## config.mk

```make
export PLATFORM = sky130hd
export DESIGN_NAME = slnt_cell
export DESIGN_NICKNAME = d
export VERILOG_FILES = /design/src/rtl/slnt_pkg.sv /design/src/rtl/slnt_cell.sv
export SDC_FILE = /design/constraint.sdc
export NUM_CORES = 1
export LEC_CHECK = 0
export ABC_CLOCK_PERIOD_IN_PS = 7900
export BUFFER_PORTS_ARGS = -buffer_cell sky130_fd_sc_hd__buf_2
export CAP_MARGIN = 15
export CORE_AREA = 2 2 103 105
export DETAILED_ROUTE_END_ITERATION = 6
export DIE_AREA = 0 0 105 107
export GPL_ROUTABILITY_DRIVEN = 0
export PLACE_DENSITY = 0.79
export SKIP_LAST_GASP = 1
export SYNTH_ARGS = -nofsm -noshare
export SYNTH_HDL_FRONTEND = slang
export SYNTH_SLANG_ARGS = --single-unit
```

## constraint.sdc

```tcl
create_clock -name clock -period 7.9 [get_ports clock]
set_clock_uncertainty 0.15 [all_clocks]
set_input_delay 0.395 -clock clock [delete_from_list [all_inputs] [get_ports clock]]
set_output_delay 0.395 -clock clock [all_outputs]
set_load 0.05 [all_outputs]
```

## src/rtl/slnt_pkg.sv

```systemverilog
// Package for the sorted leaf node table: widths, command and status codes,
// the cell control bundle and the result record.
// No dependencies; used by slnt_cell and sorted_leaf_node_table_top.
package slnt_pkg;

   localparam int CAPACITY = 64;            // entries held in the cell chain
   localparam int KEY_W    = 32;
   localparam int REC_W    = 32;
   localparam int IDX_W    = 6;             // index of one cell
   localparam int CNT_W    = 7;             // count and position, 0 to CAPACITY
   localparam int CMD_W    = 2;
   localparam int STS_W    = 2;

   typedef enum logic [CMD_W-1:0] {
      CMD_INSERT = 2'd0,
      CMD_LOCATE = 2'd1,
      CMD_READ   = 2'd2
   } cmd_type;

   typedef enum logic [STS_W-1:0] {
      STS_OK        = 2'd0,
      STS_FULL      = 2'd1,
      STS_NOT_FOUND = 2'd2,
      STS_RANGE     = 2'd3
   } status_type;

   typedef enum logic {
      FSM_IDLE = 1'b0,
      FSM_EXEC = 1'b1
   } fsm_type;

   // Broadcast to every cell of the chain.
   typedef struct packed {
      logic             load_flag;   // capture the compare result
      logic             commit;      // apply shift / write of an insert
      logic [KEY_W-1:0] key;         // key being inserted or searched
      logic [REC_W-1:0] rec;         // record id being inserted
   } cell_ctrl_type;

   typedef struct packed {
      logic [STS_W-1:0] status;
      logic [CNT_W-1:0] position;
      logic [KEY_W-1:0] entry_key;
      logic [REC_W-1:0] entry_record;
      logic [CNT_W-1:0] entry_count;
   } rsp_type;

endpackage

```

## src/rtl/slnt_cell.sv

```systemverilog
// One cell of the sorted table: holds a key, a record id and a compare flag.
// Depends on slnt_pkg.
module slnt_cell (
   input  logic                         clock,
   input  slnt_pkg::cell_ctrl_type      ctrl,
   input  logic                         live,       // cell index below count
   input  logic                         sel,        // cell addressed by a read
   input  logic [slnt_pkg::KEY_W-1:0]   prev_key,
   input  logic [slnt_pkg::REC_W-1:0]   prev_rec,
   input  logic                         prev_flag,
   output logic [slnt_pkg::KEY_W-1:0]   key_out,
   output logic [slnt_pkg::REC_W-1:0]   rec_out,
   output logic                         flag_out,
   output logic                         first_out,
   output logic [slnt_pkg::KEY_W-1:0]   rd_key,
   output logic [slnt_pkg::REC_W-1:0]   rd_rec
);

   logic [slnt_pkg::KEY_W-1:0] key_ff, key_in;
   logic [slnt_pkg::REC_W-1:0] rec_ff, rec_in;
   logic                       flag_ff, flag_in;

   // Flag: stored key at least the search key, or cell at or above the count.
   assign flag_in = !live || ($signed(key_ff) >= $signed(ctrl.key));

   // Shift up from the neighbour below the insert point, write at it, hold otherwise.
   always_comb begin
      if (prev_flag) begin
         key_in = prev_key;
         rec_in = prev_rec;
      end else if (flag_ff) begin
         key_in = ctrl.key;
         rec_in = ctrl.rec;
      end else begin
         key_in = key_ff;
         rec_in = rec_ff;
      end
   end

   always_ff @(posedge clock) begin
      if (ctrl.load_flag) begin
         flag_ff <= flag_in;
      end
      if (ctrl.commit) begin
         key_ff <= key_in;
         rec_ff <= rec_in;
      end
   end

   assign key_out   = key_ff;
   assign rec_out   = rec_ff;
   assign flag_out  = flag_ff;
   assign first_out = flag_ff && !prev_flag;
   assign rd_key    = sel ? key_ff : '0;
   assign rd_rec    = sel ? rec_ff : '0;

endmodule

```

After elaboration in Yosys (flattened, before gate mapping)
Index checks and enable logic that the tools add are counted.
{"block": "op_classes", "n_addsub": 0, "multipliers": 0, "n_div": 0, "order_cmp": 1, "n_eq_ne": 0, "n_shift": 0, "mux": 6, "bitwise": 0, "n_reduce_logical": 6}
{"op": "two-way mux 32 bit", "n": 6}
{"op": ">= comparator 32 bit", "n": 1}
{"op": "zero test 1 bit", "n": 2}
{"op": "AND reduction 2 bit", "n": 1}
{"op": "nonzero test 2 bit", "n": 1}
{"op": "logical AND 1 bit", "n": 1}
{"op": "logical OR 1 bit", "n": 1}
{"block": "totals", "regBits": 65, "latch_bits": 0, "ramBits": 0, "mem_bits_ro": 0, "in_bits": 134, "output_inout_bits": 130, "memories": 0}

Logic depth before layout (Yosys ltp)
{"block": "logic_depth", "word_depth": 2, "ltp_mapped": 8, "ltp_nobuf": 8}

Worst setup path before layout
Ideal clock, no wire load.
{"block": "synth_timing", "kind": "input to register", "from": "input port prev_flag", "to": "register key_ff, in the netlist key_out[0], enable pin", "t_arrival_ns": 2.444, "slack_ns": 4.880, "path_stages": 3, "n_path_buf": 2, "cell_sequence": "clkbuf_1 -> clkbuf_1 -> o21a_1"}
{"block": "synth_via", "elab_chain_cells": 2}
{"element": "start: declaration", "line_no": "slnt_cell.sv:10", "rtl": "input logic prev_flag,"}
{"element": "nonzero test 2 bit (no line)"}
{"element": "AND reduction 2 bit (no line)"}
{"element": "end signal: assignment", "line_no": "slnt_cell.sv:45", "rtl": "key_ff <= key_in;"}
{"element": "end: declaration", "line_no": "slnt_cell.sv:19", "rtl": "logic [slnt_pkg::KEY_W-1:0] key_ff, key_in;"}
Every way passes these cells.
A chain may end at the register's enable or synchronous reset.

Worst setup path in the final report
{"block": "layout_timing", "from": "register key_ff, in the netlist key_out[13]", "to": "register flag_ff, in the netlist flag_out, data pin"}
{"block": "layout_via", "elab_chain_cells": 2}
{"element": ">= comparator 32 bit", "line_no": "slnt_cell.sv:24", "rtl": "assign flag_in = !live || ($signed(key_ff) >= $signed(ctrl.key));"}
{"element": "logical OR 1 bit", "line_no": "slnt_cell.sv:24"}
{"element": "named net flag_in", "line_no": "slnt_cell.sv:21", "rtl": "logic flag_ff, flag_in;"}
{"element": "end signal: assignment", "line_no": "slnt_cell.sv:42", "rtl": "flag_ff <= flag_in;"}
{"element": "end: declaration", "line_no": "slnt_cell.sv:21"}
The timed path passes the listed nets, and every way through them passes these cells.

==> results.json <==
{
  "grt_pass1_vias": 3411,
  "netlist_area_sq_um": 3930,
  "antenna_found_initial": 0,
  "worst_slack_ns": 5.34,
  "hp-start": "ctrl[65]",
  "worstSetupPathType": "reg2reg",
  "die_w_microns": 105,
  "clkSlewWorstSetupHoldPaths_ns": 0.08,
  "die_h_microns": 107,
  "grt_max_degree": 98,
  "fin_area_sq_um": 5510,
  "vdd_drop_max_v": 0.0000790,
  "fin_util_pct": 54.6,
  "finalSetupViolCount": 0,
  "worst_setup_path_end_kind": "register",
  "portBuffers": 263,
  "drt_iter0_drc": 194,
  "fin_crit_sh_pct": 32.4,
  "clock_tree.buffer_depth": 2,
  "hold_path.class": "in2reg",
  "internal_power_mw": 0.618,
  "synth_ff_type": "edfxtp_1",
  "dp_hpwl_microns": 8330,
  "firstDrtPassIters": 4,
  "drive_gt1_share_pct": 50.8,
  "worstPathMaxFanout": 3,
  "track_usage_pct": 18.1,
  "p_leak_nw": 2.75,
  "setup_tns_ns": 0,
  "async_flop_share_pct": 0,
  "wl_per_cell_microns": 14.0,
  "drc_errors": 0,
  "via_per_inst": 4.75,
  "cp.required_ns": 7.82,
  "synth_fp_nets": 525,
  "nets": 783,
  "crit_path_start": "key_out[13]",
  "cts_sinks": 65,
  "rsz0062_at_grt": "false",
  "dieArea_sq_um": 11200,
  "layout_commonest_cell": "buf_2",
  "slew_violations": 0,
  "slew_headroom_pct": 37.0,
  "p_seq_share_pct": 43.2,
  "row_count": 37,
  "switchingPower_mw": 0.374,
  "initial_core_util_pct": 38.9,
  "fin_crit_ns": 2.56,
  "cts_hold_buffers": 0,
  "rr_startpoint": "key_out[13]",
  "layout.cells.non_filler": 756,
  "clk_latency_ns": 0.33,
  "multi_input_area_sq_um": 1790,
  "max_slew.worst_pin.slew_ns": 0.945,
  "regArea_sq_um": 1950,
  "dp_cells": 742,
  "clock-root-buffer": "clkbuf_8",
  "synth_edf_count": 65,
  "area_growth_syn_to_layout_pct": 40.3,
  "cts_tree": "yes",
  "startpoint_type": "register",
  "max_freq_ghz": 0.391,
  "swShare_pct": 37.7,
  "ios": 264,
  "power_frac_comb_pct": 33.9,
  "synth_seq_area_share_pct": 49.7,
  "clockPowerShare_pct": 22.9,
  "grt_pass1_wl_microns": 16100,
  "ant_nets": 0,
  "num_vias": 3592,
  "maxCapViolations": 0,
  "ys_warn_count": 0,
  "overflow": 0,
  "cp.arrival_ns": 2.47,
  "synthDistinctLibCells": 25,
  "nFillCells": 936,
  "syn_area_per_cell_sq_um": 10.9,
  "layout_common_cells": "262 x buf_2, 65 x edfxtp_1, 64 x and2_1",
  "n_antenna_cell": 0,
  "outcome": "completed",
  "timing.hold.ws_ns": 0.140,
  "p_per_area_nw_per_um2": 180,
  "postCtsSetupBuffers": 0,
  "cts_resized": 0,
  "cts-buffers-inserted": 9,
  "total_power_mw": 0.993,
  "place_area_sq_um": 5360,
  "finalHoldViolCount": 0,
  "htree_num_levels": 3,
  "ys_seq_elements": 65,
  "core_sq_um": 10100,
  "netlist_instances": 359,
  "routed_wl_microns": 10600,
  "pre_cts_ws_ns": 5.31
}
==> per-layer routing <==
| metal | vias up | track usage [%] | wire (microns) |
|---|---|---|---|
| li1 | 1771 | - | - |
| met1 | 1647 | 20.9 | 4320 |
| met2 | 166 | 33.1 | 5490 |
| met3 | 8 | 4.62 | 689 |
| met4 | 0 | 5.43 | 123 |
| met5 | - | 0 | 0 |
==> state kept, by name (all words and copies together) (netlist names) <==
| name | cells |
|---|---|
| flag_out | 1 |
| key_out | 32 |
| rec_out | 32 |
==> cell families after synthesis <==
logic type,after synthesis,share of synthesized area [%]
compound gates,58,9.33
fa+ha+maj,32,10.2
buf+inv,51,4.87
flops,65,49.7
mux,33,9.46
simple gates,120,16.4
==> area by class of cell <==
class                   count  area share, %
flip-flops and latches     65           35.4
multi-input cells         243           32.4
repair buffers            264           24.1
well taps                 136           3.09
inverters                  34           2.32
clock buffers               9           2.25
clock inverters             5          0.454
==> cell usage after synthesis (3+ instances only) <==
library cell,instances,share of area [%]
a21o_1,3,0.57
a21oi_1,11,1.4
and2_1,64,10
clkbuf_1,17,1.6
edfxtp_1,65,50
ha_1,32,10
inv_1,34,3.2
mux2_2,33,9.5
nand2_1,37,3.5
nand3_1,4,0.51
nand4_1,7,1.1
nor2_1,3,0.29
o21ai_0,33,4.2
==> critical path, stage by stage (launching register included) <==
cell,delay (ns)
edfxtp_1,0.45
ha_1,0.33
nand4_1,0.15
nor4_1,0.52
a21boi_2,0.30
o31ai_4,0.09
a31oi_1,0.21
nand2b_1,0.09
==> power by group through the flow <==
| stage | sequential, mW | combinational (mW) | clock, mW |
|---|---|---|---|
| final | 0.429 | 0.337 | 0.227 |
| after global routing | 0.432 | 0.358 | 0.252 |
| after CTS | 0.429 | 0.339 | 0.237 |
| after detailed placement | 0.436 | 0.338 | 0 |
| after global placement | 0.435 | 0.333 | 0 |
| after floorplan | 0.517 | 0.160 | 0 |
==> worst paths after layout <==
check	end	cells after the start	slack (ns)
setup / recovery	flag_out	7	5.34
hold / removal	flag_out	1	0.14
setup reg to reg	flag_out	7	5.34
hold reg to reg	flag_out	4	0.82
(Power assumes the default switching activity.)
